<file path="src/rtl/bra_pkg.sv">
// bitmap run allocator: shared widths, codes and types
// no dependencies; imported by the interfaces and every rtl module but bra_ram

package bra_pkg;

   localparam int WORD_W       = 32;    // bits per bitmap word
   localparam int BIT_W        = 5;     // bit offset inside a word
   localparam int CMD_W        = 2;
   localparam int START_W      = 10;
   localparam int CNT_W        = 11;
   localparam int LEN_W        = 11;    // bit_length and any bit position in use
   localparam int STAT_W       = 2;
   localparam int WIDX_W       = LEN_W - BIT_W;   // word index of a position in use
   localparam int LEN_WORDS    = 2 ** WIDX_W;     // words a position in use can reach
   localparam int LEN_MAX      = 2 ** LEN_W - 1;
   localparam int LEN_RESET    = 1024;
   localparam int MAX_BITS_DEF = 1024;

   typedef enum logic [CMD_W-1:0] {
      CMD_CLEAR  = 2'd0,
      CMD_FILL   = 2'd1,
      CMD_SEARCH = 2'd2
   } cmd_type;

   typedef enum logic [STAT_W-1:0] {
      STAT_OK        = 2'd0,
      STAT_NOT_FOUND = 2'd1,
      STAT_OVERRUN   = 2'd2
   } status_type;

   typedef enum logic [1:0] {
      S_IDLE,
      S_FILL,
      S_SEARCH,
      S_DONE
   } state_type;

   // per-command context handed to the word unit
   typedef struct packed {
      logic [WIDX_W-1:0] first_idx;
      logic [BIT_W-1:0]  lo_bit;
      logic [WIDX_W-1:0] last_idx;
      logic [BIT_W-1:0]  hi_bit;
      logic              fill_value;
      logic [CNT_W-1:0]  count;
      logic [CNT_W-1:0]  run;
   } word_ctl_type;

   // search outcome for one word
   typedef struct packed {
      logic             found;
      logic [LEN_W-1:0] found_start;
      logic [CNT_W-1:0] run_out;
   } word_res_type;

endpackage

</file>
<file path="src/rtl/bra_if.sv">
// bitmap run allocator: request and response channel interfaces
// depends on bra_pkg for the payload widths

interface bra_req_if import bra_pkg::*; ();
   logic               valid;
   logic               ready;
   logic [CMD_W-1:0]   cmd;
   logic [START_W-1:0] start_bit;
   logic [CNT_W-1:0]   bit_count;
   logic               fill_value;

   modport source (output valid, cmd, start_bit, bit_count, fill_value, input ready);
   modport sink   (input valid, cmd, start_bit, bit_count, fill_value, output ready);
endinterface

interface bra_rsp_if import bra_pkg::*; ();
   logic               valid;
   logic               ready;
   logic [STAT_W-1:0]  status;
   logic [START_W-1:0] run_start;

   modport source (output valid, status, run_start, input ready);
   modport sink   (input valid, status, run_start, output ready);
endinterface

</file>
<file path="src/rtl/bra_ram.sv">
// bitmap run allocator: generic single write, single read ram
// registered read data; no package dependency

module bra_ram #(
   parameter int WIDTH = 32,
   parameter int DEPTH = 32,
   localparam int AW = (DEPTH > 1) ? $clog2(DEPTH) : 1
) (
   input  logic             clock,
   input  logic             wr_en,
   input  logic [AW-1:0]    wr_addr,
   input  logic [WIDTH-1:0] wr_data,
   input  logic             rd_en,
   input  logic [AW-1:0]    rd_addr,
   output logic [WIDTH-1:0] rd_data
);

   logic [WIDTH-1:0] mem [DEPTH];
   logic [WIDTH-1:0] rd_data_ff;

   always_ff @(posedge clock) begin
      if (wr_en) begin
         mem[wr_addr] <= wr_data;
      end
      if (rd_en) begin
         rd_data_ff <= mem[rd_addr];
      end
   end

   assign rd_data = rd_data_ff;

endmodule

</file>
<file path="src/rtl/bra_word_unit.sv">
// bitmap run allocator: shared per-word unit for fill merge and run search
// depends on bra_pkg for word_ctl_type and word_res_type

module bra_word_unit import bra_pkg::*; (
   input  logic [WORD_W-1:0] word,
   input  logic [WIDX_W-1:0] word_idx,
   input  word_ctl_type      ctl,
   output logic [WORD_W-1:0] fill_word,
   output word_res_type      res
);

   // index of lowest set bit, 32 if none
   function automatic logic [BIT_W:0] trail_zeros(input logic [WORD_W-1:0] w);
      logic [BIT_W:0] n;
      n = (BIT_W + 1)'(WORD_W);
      for (int i = WORD_W - 1; i >= 0; i--) begin
         if (w[i]) n = (BIT_W + 1)'(i);
      end
      return n;
   endfunction

   // free bits above the highest set bit, 32 if none
   function automatic logic [BIT_W:0] lead_zeros(input logic [WORD_W-1:0] w);
      logic [BIT_W:0] n;
      n = (BIT_W + 1)'(WORD_W);
      for (int i = 0; i < WORD_W; i++) begin
         if (w[i]) n = (BIT_W + 1)'(WORD_W - 1 - i);
      end
      return n;
   endfunction

   function automatic logic [BIT_W-1:0] first_zero(input logic [WORD_W-1:0] w);
      logic [BIT_W-1:0] n;
      n = '0;
      for (int i = WORD_W - 1; i >= 0; i--) begin
         if (!w[i]) n = BIT_W'(i);
      end
      return n;
   endfunction

   // bit i set when the window of c bits from i holds a used bit or leaves the word;
   // built from doubling windows, padded with used bits above the word
   function automatic logic [WORD_W-1:0] window_used(input logic [WORD_W-1:0] w,
                                                     input logic [BIT_W:0]    c);
      logic [2*WORD_W-1:0] win;
      logic [2*WORD_W-1:0] acc;
      logic [2*WORD_W-1:0] pad;
      win = {{WORD_W{1'b1}}, w};
      acc = '0;
      for (int b = 0; b <= BIT_W; b++) begin
         pad = ~({(2*WORD_W){1'b1}} >> (1 << b));
         if (c[b]) acc = win | (acc >> (1 << b)) | pad;
         win = win | (win >> (1 << b)) | pad;
      end
      return acc[WORD_W-1:0];
   endfunction

   logic [WORD_W-1:0] lo_mask;
   logic [WORD_W-1:0] hi_mask;
   logic [WORD_W-1:0] range_mask;
   logic [WORD_W-1:0] used;
   logic [WORD_W-1:0] win_used;
   logic [BIT_W:0]    tz;
   logic [BIT_W:0]    lz;
   logic [CNT_W:0]    cross_len;
   logic              cross_hit;
   logic              inside_hit;
   logic [LEN_W-1:0]  base;

   always_comb begin
      lo_mask    = (word_idx == ctl.first_idx) ? ({WORD_W{1'b1}} << ctl.lo_bit) : '1;
      hi_mask    = (word_idx == ctl.last_idx) ? ({WORD_W{1'b1}} >> ~ctl.hi_bit) : '1;
      range_mask = lo_mask & hi_mask;
      fill_word  = ctl.fill_value ? (word | range_mask) : (word & ~range_mask);

      // outside the range counts as used
      used       = word | ~range_mask;
      tz         = trail_zeros(used);
      lz         = lead_zeros(used);
      win_used   = window_used(used, ctl.count[BIT_W:0]);
      base       = {word_idx, {BIT_W{1'b0}}};

      // run carried in from earlier words plus the free bits at the bottom
      cross_len  = {1'b0, ctl.run} + (CNT_W + 1)'(tz);
      cross_hit  = (ctl.count != '0) && (cross_len >= {1'b0, ctl.count});
      inside_hit = (ctl.count != '0) && (ctl.count <= CNT_W'(WORD_W)) && (~win_used != '0);

      res.found = cross_hit || inside_hit;
      if (cross_hit) begin
         res.found_start = base - ctl.run;
      end else begin
         res.found_start = base + LEN_W'(first_zero(win_used));
      end
      if (used == '0) begin
         res.run_out = ctl.run + CNT_W'(WORD_W);
      end else begin
         res.run_out = CNT_W'(lz);
      end
   end

endmodule

</file>
<file path="src/rtl/bitmap_run_allocator_core.sv">
// bitmap run allocator: top level with sequencer, bitmap ram and response register
// depends on bra_pkg, bra_if, bra_ram and bra_word_unit
//
// An allocation bitmap (set bit = used) kept as 32-bit words in a ram and empty
// after reset. One request carries one command and gives exactly one response
// transfer. Clear empties the whole map by dropping the per-word valid flags;
// a word without its flag reads as all free. Fill walks the words from
// start_bit to the end of the range, one read-modify-write per cycle, and
// reports overrun when bit_count is zero or the range passes the bits in use.
// Search walks the words from start_bit to the end of the bits in use, one word
// per cycle, and returns the lowest start of the first run of bit_count free
// bits. The bits in use are csr bit_length limited to MAX_BITS. Clear, an
// unused command code, and fills or searches that touch no word go straight
// to the done state and from there to the response register; a fill or search
// is paced by the single ram read port feeding the shared word unit one word
// per cycle. The block takes no request while a command is in progress; a
// finished response waits in its own register, so the next request may be
// taken before it has been collected. bit_length may only be written while no
// command is in progress. Only the words that a position below 2048 can
// reach are stored.

module bitmap_run_allocator_core import bra_pkg::*; #(
   parameter int MAX_BITS = MAX_BITS_DEF
) (
   input  logic             clock,
   input  logic             reset,
   bra_req_if.sink          req_chan,
   bra_rsp_if.source        rsp_chan,
   input  logic             csr_we,
   input  logic [LEN_W-1:0] csr_wdata
);

   localparam int NUM_WORDS = (MAX_BITS + WORD_W - 1) / WORD_W;
   localparam int MEM_WORDS = (NUM_WORDS < LEN_WORDS) ? NUM_WORDS : LEN_WORDS;
   localparam int AW        = (MEM_WORDS > 1) ? $clog2(MEM_WORDS) : 1;
   localparam int CAP       = (MAX_BITS < LEN_MAX) ? MAX_BITS : LEN_MAX;

   // control
   state_type             state_ff, state_in;
   logic                  issue_ff, issue_in;
   logic                  data_vld_ff, data_vld_in;
   logic                  rsp_valid_ff, rsp_valid_in;
   logic [LEN_W-1:0]      bit_length_ff, bit_length_in;
   logic [MEM_WORDS-1:0]  valid_ff, valid_in;

   // command context and walk pointers
   logic [WIDX_W-1:0]     rd_addr_ff, rd_addr_in;
   logic [WIDX_W-1:0]     data_idx_ff, data_idx_in;
   logic [WIDX_W-1:0]     first_ff, first_in;
   logic [BIT_W-1:0]      lo_bit_ff, lo_bit_in;
   logic [LEN_W-1:0]      lim_m1_ff, lim_m1_in;
   logic                  fill_ff, fill_in;
   logic [CNT_W-1:0]      count_ff, count_in;
   logic [CNT_W-1:0]      run_ff, run_in;
   logic [STAT_W-1:0]     res_status_ff, res_status_in;
   logic [START_W-1:0]    res_start_ff, res_start_in;
   logic [STAT_W-1:0]     rsp_status_ff, rsp_status_in;
   logic [START_W-1:0]    rsp_start_ff, rsp_start_in;

   // request decode
   logic                  req_xfer;
   logic [LEN_W-1:0]      len_used;
   logic [LEN_W:0]        fill_sum;
   logic                  fill_over;
   logic [LEN_W-1:0]      fill_end;
   logic                  fill_go;
   logic                  search_go;

   // walk datapath
   logic                  walking;
   logic                  last_data;
   logic                  rsp_free;
   logic                  ram_wr_en;
   logic                  ram_rd_en;
   logic [WORD_W-1:0]     ram_rd_data;
   logic [WORD_W-1:0]     word_q;
   logic [WORD_W-1:0]     fill_word;
   word_ctl_type          word_ctl;
   word_res_type          word_res;

   assign req_xfer  = req_chan.valid && req_chan.ready;
   assign walking   = (state_ff == S_FILL) || (state_ff == S_SEARCH);
   assign last_data = data_vld_ff && (data_idx_ff == lim_m1_ff[LEN_W-1:BIT_W]);
   assign rsp_free  = !rsp_valid_ff || rsp_chan.ready;

   // length in use and fill range, from the request payload
   always_comb begin
      len_used  = (bit_length_ff > LEN_W'(CAP)) ? LEN_W'(CAP) : bit_length_ff;
      fill_sum  = (LEN_W + 1)'(req_chan.start_bit) + (LEN_W + 1)'(req_chan.bit_count);
      fill_over = (req_chan.bit_count == '0) || (fill_sum > {1'b0, len_used});
      fill_end  = fill_over ? len_used : fill_sum[LEN_W-1:0];
      fill_go   = LEN_W'(req_chan.start_bit) < fill_end;
      search_go = (req_chan.bit_count != '0) && (LEN_W'(req_chan.start_bit) < len_used);
   end

   // bitmap words; a word never written since clear reads through as free
   bra_ram #(
      .WIDTH (WORD_W),
      .DEPTH (MEM_WORDS)
   ) u_ram (
      .clock   (clock),
      .wr_en   (ram_wr_en),
      .wr_addr (data_idx_ff[AW-1:0]),
      .wr_data (fill_word),
      .rd_en   (ram_rd_en),
      .rd_addr (rd_addr_ff[AW-1:0]),
      .rd_data (ram_rd_data)
   );

   assign word_q = valid_ff[data_idx_ff[AW-1:0]] ? ram_rd_data : '0;

   always_comb begin
      word_ctl.first_idx  = first_ff;
      word_ctl.lo_bit     = lo_bit_ff;
      word_ctl.last_idx   = lim_m1_ff[LEN_W-1:BIT_W];
      word_ctl.hi_bit     = lim_m1_ff[BIT_W-1:0];
      word_ctl.fill_value = fill_ff;
      word_ctl.count      = count_ff;
      word_ctl.run        = run_ff;
   end

   bra_word_unit u_word (
      .word      (word_q),
      .word_idx  (data_idx_ff),
      .ctl       (word_ctl),
      .fill_word (fill_word),
      .res       (word_res)
   );

   // next state
   always_comb begin
      state_in = state_ff;
      unique case (state_ff)
         S_IDLE: begin
            if (req_xfer) begin
               priority if (req_chan.cmd == CMD_FILL && fill_go) begin
                  state_in = S_FILL;
               end else if (req_chan.cmd == CMD_SEARCH && search_go) begin
                  state_in = S_SEARCH;
               end else begin
                  state_in = S_DONE;
               end
            end
         end
         S_FILL: begin
            if (last_data) state_in = S_DONE;
         end
         S_SEARCH: begin
            if (data_vld_ff && (word_res.found || last_data)) state_in = S_DONE;
         end
         S_DONE: begin
            if (rsp_free) state_in = S_IDLE;
         end
         default: state_in = S_IDLE;
      endcase
   end

   // outputs and datapath
   always_comb begin
      req_chan.ready = (state_ff == S_IDLE);
      ram_rd_en      = walking && issue_ff;
      ram_wr_en      = (state_ff == S_FILL) && data_vld_ff;

      bit_length_in  = csr_we ? csr_wdata : bit_length_ff;
      valid_in       = valid_ff;
      issue_in       = issue_ff;
      data_vld_in    = 1'b0;
      data_idx_in    = rd_addr_ff;
      rd_addr_in     = rd_addr_ff;
      first_in       = first_ff;
      lo_bit_in      = lo_bit_ff;
      lim_m1_in      = lim_m1_ff;
      fill_in        = fill_ff;
      count_in       = count_ff;
      run_in         = run_ff;
      res_status_in  = res_status_ff;
      res_start_in   = res_start_ff;
      rsp_valid_in   = rsp_valid_ff;
      rsp_status_in  = rsp_status_ff;
      rsp_start_in   = rsp_start_ff;

      if (rsp_valid_ff && rsp_chan.ready) rsp_valid_in = 1'b0;

      // latch the command context
      if (req_xfer) begin
         first_in     = WIDX_W'(req_chan.start_bit[START_W-1:BIT_W]);
         lo_bit_in    = req_chan.start_bit[BIT_W-1:0];
         rd_addr_in   = WIDX_W'(req_chan.start_bit[START_W-1:BIT_W]);
         fill_in      = req_chan.fill_value;
         count_in     = req_chan.bit_count;
         run_in       = '0;
         res_start_in = '0;
         issue_in     = 1'b0;
         unique case (req_chan.cmd)
            CMD_CLEAR: begin
               valid_in      = '0;
               res_status_in = STAT_OK;
            end
            CMD_FILL: begin
               lim_m1_in     = fill_end - LEN_W'(1);
               issue_in      = fill_go;
               res_status_in = fill_over ? STAT_OVERRUN : STAT_OK;
            end
            CMD_SEARCH: begin
               lim_m1_in     = len_used - LEN_W'(1);
               issue_in      = search_go;
               res_status_in = STAT_NOT_FOUND;
            end
            default: begin
               res_status_in = STAT_OK;
            end
         endcase
      end

      // issue one ram read per cycle up to the last word of the range
      if (ram_rd_en) begin
         data_vld_in = 1'b1;
         if (rd_addr_ff == lim_m1_ff[LEN_W-1:BIT_W]) begin
            issue_in = 1'b0;
         end else begin
            rd_addr_in = rd_addr_ff + WIDX_W'(1);
         end
      end

      // fill write-back marks the word as holding real data
      if (ram_wr_en) valid_in[data_idx_ff[AW-1:0]] = 1'b1;

      // search: carry the run into the next word, stop at the first hit
      if (state_ff == S_SEARCH && data_vld_ff) begin
         run_in = word_res.run_out;
         if (word_res.found) begin
            res_status_in = STAT_OK;
            res_start_in  = word_res.found_start[START_W-1:0];
            issue_in      = 1'b0;
            data_vld_in   = 1'b0;
         end
      end

      // hand the result to the response register
      if (state_ff == S_DONE && rsp_free) begin
         rsp_valid_in  = 1'b1;
         rsp_status_in = res_status_ff;
         rsp_start_in  = res_start_ff;
      end

      rsp_chan.valid     = rsp_valid_ff;
      rsp_chan.status    = rsp_status_ff;
      rsp_chan.run_start = rsp_start_ff;
   end

   always_ff @(posedge clock) begin
      if (reset) begin
         state_ff      <= S_IDLE;
         issue_ff      <= 1'b0;
         data_vld_ff   <= 1'b0;
         rsp_valid_ff  <= 1'b0;
         bit_length_ff <= LEN_W'(LEN_RESET);
         valid_ff      <= '0;
      end else begin
         state_ff      <= state_in;
         issue_ff      <= issue_in;
         data_vld_ff   <= data_vld_in;
         rsp_valid_ff  <= rsp_valid_in;
         bit_length_ff <= bit_length_in;
         valid_ff      <= valid_in;
      end
   end

   always_ff @(posedge clock) begin
      rd_addr_ff    <= rd_addr_in;
      data_idx_ff   <= data_idx_in;
      first_ff      <= first_in;
      lo_bit_ff     <= lo_bit_in;
      lim_m1_ff     <= lim_m1_in;
      fill_ff       <= fill_in;
      count_ff      <= count_in;
      run_ff        <= run_in;
      res_status_ff <= res_status_in;
      res_start_ff  <= res_start_in;
      rsp_status_ff <= rsp_status_in;
      rsp_start_ff  <= rsp_start_in;
   end

endmodule

</file>
<file path="src/flat_wrapper.sv">
// flat-port wrapper written by rule: the top's interface ports become plain ports
module bitmap_run_allocator_core_flat import bra_pkg::*;
#(
   parameter int MAX_BITS = MAX_BITS_DEF
)
  (clock, reset, csr_we, csr_wdata, req_chan_valid, req_chan_cmd, req_chan_start_bit, req_chan_bit_count, req_chan_fill_value, req_chan_ready, rsp_chan_valid, rsp_chan_status, rsp_chan_run_start, rsp_chan_ready);
  bra_req_if req_chan_i ();
  bra_rsp_if rsp_chan_i ();
  input  logic clock;
  input  logic reset;
  input  logic csr_we;
  input  logic [LEN_W-1:0] csr_wdata;
  input wire logic [$bits(req_chan_i.valid)-1:0] req_chan_valid;
  input wire logic [$bits(req_chan_i.cmd)-1:0] req_chan_cmd;
  input wire logic [$bits(req_chan_i.start_bit)-1:0] req_chan_start_bit;
  input wire logic [$bits(req_chan_i.bit_count)-1:0] req_chan_bit_count;
  input wire logic [$bits(req_chan_i.fill_value)-1:0] req_chan_fill_value;
  output wire logic [$bits(req_chan_i.ready)-1:0] req_chan_ready;
  output wire logic [$bits(rsp_chan_i.valid)-1:0] rsp_chan_valid;
  output wire logic [$bits(rsp_chan_i.status)-1:0] rsp_chan_status;
  output wire logic [$bits(rsp_chan_i.run_start)-1:0] rsp_chan_run_start;
  input wire logic [$bits(rsp_chan_i.ready)-1:0] rsp_chan_ready;
  assign req_chan_i.valid = req_chan_valid;
  assign req_chan_i.cmd = req_chan_cmd;
  assign req_chan_i.start_bit = req_chan_start_bit;
  assign req_chan_i.bit_count = req_chan_bit_count;
  assign req_chan_i.fill_value = req_chan_fill_value;
  assign req_chan_ready = req_chan_i.ready;
  assign rsp_chan_valid = rsp_chan_i.valid;
  assign rsp_chan_status = rsp_chan_i.status;
  assign rsp_chan_run_start = rsp_chan_i.run_start;
  assign rsp_chan_i.ready = rsp_chan_ready;
  bitmap_run_allocator_core #(.MAX_BITS(MAX_BITS)) u_core (.clock(clock), .reset(reset), .req_chan(req_chan_i), .rsp_chan(rsp_chan_i), .csr_we(csr_we), .csr_wdata(csr_wdata));
endmodule
</file>
<file path="config.mk">
export PLATFORM = sky130hd
export DESIGN_NAME = bitmap_run_allocator_core_flat
export DESIGN_NICKNAME = d
export VERILOG_FILES = /design/src/rtl/bra_pkg.sv /design/src/rtl/bra_if.sv /design/src/rtl/bra_ram.sv /design/src/rtl/bra_word_unit.sv /design/src/rtl/bitmap_run_allocator_core.sv /design/src/flat_wrapper.sv
export SDC_FILE = /design/constraint.sdc
export NUM_CORES = 2
export LEC_CHECK = 0
export ABC_AREA = 1
export BUFFER_PORTS_ARGS = -buffer_cell sky130_fd_sc_hd__buf_4
export CORE_MARGIN = 1.5
export CORE_UTILIZATION = 50
export CTS_CLUSTER_SIZE = 24
export DETAILED_ROUTE_END_ITERATION = 12
export GPL_TIMING_DRIVEN = 0
export PLACE_DENSITY = 0.65
export SLEW_MARGIN = 20
export SYNTH_ARGS = -nofsm -noshare
export SYNTH_HDL_FRONTEND = slang
export SYNTH_SLANG_ARGS = --single-unit
</file>
<file path="constraint.sdc">
create_clock -name clock -period 7 [get_ports clock]
set_input_delay 1.05 -clock clock [delete_from_list [all_inputs] [get_ports clock]]
set_output_delay 1.05 -clock clock [all_outputs]
set_load 0.01 [all_outputs]
</file>
=== Word-level counts from Yosys, hierarchy flattened ===
Memory sizes are Yosys's and may differ from the RTL's. A register that Yosys moved wholly into a read port is not among the register bits.
Cells that the tools add are included.

* Bits of input ports: 40
* Flip-flop bits (word level): 128
* Word-level logic and storage cells: 252
* RAM bits: 1,024
* Memories kept: 1
* Output and inout port bits: 14

* Reduce and logical (&&, ||, !) cells: 33
* Bitwise operators: 18
* Shift operators: 2
* Magnitude comparators: 8
* Muxes and demuxes: 152
* Equality and inequality tests: 12
* Add/subtract/negate cells: 8

{| class="wikitable"
|+ Memory list
! memory !! depth !! bits a word !! rd ports !! clocked after memory_dff !! write ports !! line !! text
|-
| u_core.u_ram.mem || 32 || 32 || 1 || 1 || 1 || bra_ram.sv:18 || <nowiki>logic [WIDTH-1:0] mem [DEPTH];</nowiki>
|}

{| class="wikitable"
|+ Operator list
! cell !! count
|-
| 6-bit 2-to-1 mux || 67
|-
| 64-bit 2-to-1 mux || 5
|-
| 32-bit 2-to-1 mux || 8
|-
| 5-bit 2-to-1 mux || 33
|-
| 32-bit OR || 5
|-
| 62-bit OR || 2
|-
| 60-bit OR || 2
|-
| 56-bit OR || 2
|-
| 48-bit OR || 2
|-
| 32-bit AND || 2
|-
| 32-bit inverter || 2
|-
| 11-bit 2-to-1 mux || 5
|-
| 10-bit 2-to-1 mux || 4
|-
| 32-bit zero test || 1
|-
| 32-bit nonzero test || 1
|-
| 32-bit by 5-bit << shifter with 32-bit output, first input constant || 1
|-
| 32-bit by 5-bit >> shifter with 32-bit output, first input constant || 1
|-
| 10-bit by 11-bit less-than comparator with 1-bit output || 2
|-
| 11-bit one-hot mux with 2 select lines || 1
|-
| 11-bit nonzero test || 2
|-
| 11-bit by 1-bit subtractor with 11-bit output, second input constant || 2
|-
| 2-bit 2-to-1 mux || 9
|-
| 1-bit logical AND || 15
|-
| 1-bit 2-to-1 mux || 15
|-
| other kinds (31) || 44
|}

=== Logic depth before layout (Yosys ltp) ===
* Depth in word-level cells: 54
* Gate-level depth with buffers: 52
* Gate-level depth less buffers: 50

=== Modules after synthesis ===
Synthesis repeated with hierarchy kept, for this count alone.

* Cell total of the unflattened synthesis: 5,574
* Area, all modules: 55,418.2 um^2

{| class="wikitable"
|+ Modules (own cells, without submodules)
! module !! area an instance (um^2) !! instances !! sequential area each (um^2) !! cells each
|-
| bra_ram || 42,726.0 || 1 || 31,710.4 || 3,536
|-
| bitmap_run_allocator_core || 7,035.5 || 1 || 3,123.0 || 882
|-
| bra_word_unit || 5,656.7 || 1 || 0.0 || 1,156
|}

=== Worst setup path before layout ===
Ideal clock, no wire load.

* Path kind: register -> register
* Start point: reg u_core.data_idx_ff[0]
* End point: reg u_core.res_start_ff[2]
* Library setup time: 80 ps
* Slack: 829 ps
* Arrival: 6,091 ps
* Path buffers: 2
* Period minus slack after synthesis: 6,171 ps
* Cell stages (with the launch flop): 49
* Required time: 6,920 ps
* Path through: dfxtp_1 inv_2 buf_2 nor2_1 nor3_2 nand3_4 buf_6 nor2_1 nor2_4 nand2_2 inv_1 o21ai_0 a21oi_1 o21ai_0 a21oi_1 o21ai_0 a21oi_1 o21ai_0 (+13 left out) nand2_1 a21oi_1 xor2_1 inv_1 ha_1 a21oi_1 o221ai_1 nand3_1 nand2_1 a221o_1 nand2_1 inv_1 a21oi_1 and3_1 a32oi_1 o22ai_1 nand2_1 o21ai_0

* Word-level cells in the longest chain between the ends: 49
* Elaborated cells on any way between the ends: 102
* Those cells by class: 2 x add/sub; 1 x order compare; 2 x eq/ne; 79 x mux; 14 x bitwise; 4 x reduce/logical

{| class="wikitable"
|+ RTL lines
! what !! line !! text
|-
| from (decl) || bitmap_run_allocator_core.sv:48 || <nowiki>logic [WIDX_W-1:0] data_idx_ff, data_idx_in;</nowiki>
|-
| from (signal assigned) || bitmap_run_allocator_core.sv:271 || <nowiki>data_idx_ff <= data_idx_in;</nowiki>
|-
| branches (longest 4 deep; another with 32-bit 2-to-1 mux) || n/a ||
|-
| 32-bit OR * || bra_word_unit.sv:77 || <nowiki>used = word | ~range_mask;</nowiki>
|-
| 62-bit OR || bra_word_unit.sv:53 || <nowiki>win = win | (win >> (1 << b)) | pad;</nowiki>
|-
| 62-bit OR / 60-bit OR (equally long branches) || bra_word_unit.sv:52, bra_word_unit.sv:53 ||
|-
| 64-bit 2-to-1 mux (tied with other cells) (3 in a row) || bra_word_unit.sv:52 || <nowiki>if (c[b]) acc = win | (acc >> (1 << b)) | pad;</nowiki>
|-
| 64-bit 2-to-1 mux / 32-bit OR (equally long branches) || bra_word_unit.sv:52 ||
|-
| 32-bit 2-to-1 mux || bra_word_unit.sv:52 ||
|-
| 5-bit 2-to-1 mux (32 in a row) || bra_word_unit.sv:36 || <nowiki>if (!w[i]) n = BIT_W'(i);</nowiki>
|-
| 5-bit 2-to-1 mux || bra_word_unit.sv:89 || <nowiki>if (cross_hit) begin</nowiki>
|-
| 10-bit by 5-bit adder with 10-bit output || bra_word_unit.sv:92 || <nowiki>res.found_start = base + LEN_W'(first_zero(win_used));</nowiki>
|-
| 10-bit 2-to-1 mux || bra_word_unit.sv:89 ||
|-
| 10-bit 2-to-1 mux * || bitmap_run_allocator_core.sv:231 || <nowiki>if (word_res.found) begin</nowiki>
|-
| 10-bit 2-to-1 mux * || bitmap_run_allocator_core.sv:229 || <nowiki>if (state_ff == S_SEARCH && data_vld_ff) begin</nowiki>
|-
| net u_core.res_start_in[2] || bitmap_run_allocator_core.sv:56 || <nowiki>logic [START_W-1:0] res_start_ff, res_start_in;</nowiki>
|-
| to (signal assigned) || bitmap_run_allocator_core.sv:279 || <nowiki>res_start_ff <= res_start_in;</nowiki>
|-
| to (decl) || bitmap_run_allocator_core.sv:56 ||
|}

Mark *: on every way through the listed nets, which the timed path passes. The select of a mux whose other input is x is not followed.
A chain may end at the register's enable or synchronous reset.

=== Final worst setup path ===
Same ends and word-level chain as after synthesis.

==> key figures <==
Yosys
  – Syn nets: 4,892
  – Synth top area cells: edfxtp_1, o21ai_0, nor2_1
  – EDFF count, synth: 1,112
  – Synthesized netlist cell count: 4,779
  – Synth Register Bits: 1,184
  – Syn Std Cell Area: 0.0527 mm2
  – Ys async rst share: 0%
  – Sequential area share after synthesis: 66.1%
  – Yosys top cell by area: edfxtp_1
  – Yosys warns: 0
  – Commonest register cell after synthesis: edfxtp_1
  – Post-synthesis cell type count: 78
  – Top cell type's share of synthesized area: 63.4%
  – Mapped Avg Cell Area: 11.0 um2

Critical path
  – CP max FO: 10
  – Critical Path RT: 7620 ps
  – Worst path max stage delay: 410 ps
  – Setup crit start kind: flop
  – Critical path's slowest cell: fa_2
  – WS Path Type: flop to flop
  – CP arrival: 7280 ps
  – Most used cell, CP: nand2_1
  – Crit. End Element: flop

Cells and area
  – P&R area growth vs syn: 16.2%
  – # diodes: 0
  – Post-Layout Cell Count: 6,522
  – Design Area, Final: 0.0612 mm2
  – Layout cell share with drive strength beyond 1: 11.9%
  – Nets: 5,161
  – Fin util: 58.9%

STA
  – Worst-Margin Slew: 1180 ps
  – Setup violators final: 0
  – Rel. slew slack: 21.3%
  – Unrepaired setup endpoints after global routing: true
  – Crit share post-route: 95.1%
  – Clock Skew: 35.9 ps
  – Fin. Hold Viols: 0
  – Peak Freq: 0.150 GHz
  – Setup tns final: 0 ps
  – Slew Viols, Final: 0
  – Tmin final: 6660 ps
  – Final setup margin: 342 ps

Placed design
  – Dpl cell area: 0.0572 mm2
  – Placer Congestion: 0.971
  – Port-buffer cells: 53
  – Dpl hpwl: 128,000 um
  – Pre-CTS setup slack: -1090 ps
  – Placed insts: 6,285

Global routing
  – First-pass GRT wire length: 255,000 um
  – Antenna violations before repair: 5
  – Largest net degree at the start of global routing: 34
  – GRT overflow: 0
  – Vias in the first global route: 37,374
  – Total track usage: 32.9%

Power
  – Power per cell area: 432 mW/mm2
  – Peak VDD IR: 292 uV
  – Leakage: 21.4 nW

Floorplan
  – Die width: 328 um
  – Core ar.: 0.104 mm2
  – Row count: 118
  – Die area: 0.107 mm2
  – I/O pin count: 54
  – Initial Util: 50.7%
  – Die height: 328 um

Drt
  – DRC viols: 0
  – Antenna Nets Post-Route: 0
  – Detailed Route WL: 179,000 um
  – Wirelength per Cell: 27.5 um
  – Initial drt markers: 5,894
  – Via Count: 40,372
  – Vias per cell: 6.19
  – DRT Pass-1 Iters: 6

Clocking
  – Clk_lat worst skew: 720 ps
  – Clk pin slew, worst setup/hold paths: 60 ps
  – Sink Count: 1,184
  – CTS Root Cell: clkbuf_16
  – CTS tree: built
  – Clk buf depth: 3
  – Num CTS Buffers: 113
  – H-tree Lvls: 3

Run
  – Max-cap violation count: 0

Hold path
  – Hold Path Class: flop to flop

Outcome
  – Outcome: finished clean
==> worst max-delay path: cells and delay by family (launching register included) <==
family,cells,cell delay [ps]
flip-flops,1,370
AND/OR/NAND/NOR,21,1730
AO/OA/AOI/OAI,22,2880
buffers and inverters,4,570
XOR/XNOR,1,170
adder cells (fa/ha/maj),3,860
==> Yosys cell counts, drive strengths merged (3+ instances only) <==
cell type / instances
a211oi: 4
a21oi: 151
a221oi: 4
a22oi: 6
a31oi: 17
and3: 3
buf: 48
clkbuf: 225
clkinv: 5
dfxtp: 72
edfxtp: 1112
ha: 71
inv: 262
nand2: 630
nand3: 167
nand3b: 6
nand4: 52
nor2: 803
nor3: 36
nor4: 9
o211ai: 36
o21ai: 708
o21bai: 8
o221ai: 98
o22ai: 168
o31ai: 5
xnor2: 14
xor2: 31
==> routing by layer <==
metal | up-vias | GRT usage, % | part of all wire (%)
li1 | 17775 | - | -
met1 | 19627 | 45.7 | 38
met2 | 2556 | 48.6 | 43
met3 | 412 | 5.86 | 12
met4 | 2 | 19.6 | 6.9
met5 | - | 0 | 0.0072
==> registers in the layout, summed over array words and instances (netlist names), 5 cells and up <==
register / count
u_core.u_ram.mem: 1024
u_core.res_start_ff: 10
u_core.first_ff: 5
u_core.count_ff: 11
u_core.u_ram.rd_data: 32
u_core.valid_ff: 32
u_core.rsp_chan.run_start: 10
u_core.data_idx_ff: 6
u_core.bit_length_ff: 11
u_core.lo_bit_ff: 5
u_core.data_idx_in: 6
u_core.run_ff: 11
u_core.lim_m1_ff: 11
==> final timing paths <==
| path | slack [ps] | to | cells after the start | start |
|---|---|---|---|---|
| hold / removal | 350 | u_core.data_idx_ff[2] | 0 | u_core.data_idx_in[2] |
| setup / recovery | 340 | u_core.res_start_ff[2] | 51 | u_core.data_idx_ff[0] |
| setup reg to reg | 340 | u_core.res_start_ff[2] | 51 | u_core.data_idx_ff[0] |
| hold reg to reg | 350 | u_core.data_idx_ff[2] | 0 | u_core.data_idx_in[2] |
==> timing repair <==
action | CTS | global route
pin swaps | 9 | 42
setup endpoints to repair | 16 | 16
setup buffers | 5 | 24
cloned | 0 | 1
resized for setup | 32 | 59
hold buffers | 0 | 0
==> cell type report <==
type / instances / area, um2
sequential: 1184 / 34800
timing repair buffer: 156 / 2400
buffer: 271 / 1150
clock inverter: 54 / 448
clock buffer: 155 / 3060
inverter: 267 / 1020
tap: 1380 / 1730
multi-input combinational: 3055 / 16600
fill: 8516 / 42700
==> stage by stage <==
stage	total power [mW]	hold slack (ps)
after CTS	25.8	354
after floorplan	15.1	329
after detailed placement	19.9	334
after global routing	27.4	355
final	26.4	348
after global placement	19.5	332
==> cells in the final DEF, fill, tap and decap left out, drive strengths merged, types with 2 or more instances in the layout <==
cell | synthesis | routed
nand3 | 167 | 167
dfxtp | 72 | 72
a31o | 2 | 2
clkinvlp | 0 | 3
and3 | 3 | 3
ha | 71 | 71
or2 | 2 | 2
o21a | 2 | 2
o221ai | 98 | 98
fa | 2 | 2
nor4 | 9 | 9
xor2 | 31 | 31
and2 | 2 | 2
o211ai | 36 | 36
edfxtp | 1112 | 1112
o31ai | 5 | 5
a221oi | 4 | 4
clkbuf | 225 | 382
nand4 | 52 | 52
nor2 | 803 | 803
clkinv | 5 | 50
nand3b | 6 | 6
nand2 | 630 | 630
a211oi | 4 | 4
o2111ai | 2 | 2
o311ai | 2 | 2
a22oi | 6 | 6
o21bai | 8 | 8
a21oi | 151 | 151
o22ai | 168 | 168
a31oi | 17 | 17
bufinv | 0 | 5
inv | 262 | 263
nor3b | 2 | 2
o21ai | 708 | 708
xnor2 | 14 | 14
nor3 | 36 | 36
buf | 48 | 200
a32oi | 2 | 2
==> power breakdown <==
group	internal (mW)	switching [mW]	leakage, nW	total, mW
Sequential	8.46	0.150	10.6	8.61
Clock	3.24	2.65	1.71	5.88
Combinational	3.29	8.64	9.03	11.9
Total	15.0	11.4	21.4	26.4
==> logic make-up after synthesis <==
| kind of cell | Yosys count | synth area share [%] |
|---|---|---|
| and+or+nand+nor | 1712 | 13.8 |
| buffers and inverters | 540 | 4.05 |
| DFF | 1184 | 66.1 |
| xor gates and xnor gates | 45 | 0.748 |
| adders and majority gates | 73 | 1.76 |
| AOI/OAI and AO/OA | 1225 | 13.5 |
Power figures use the tool's default switching activity.
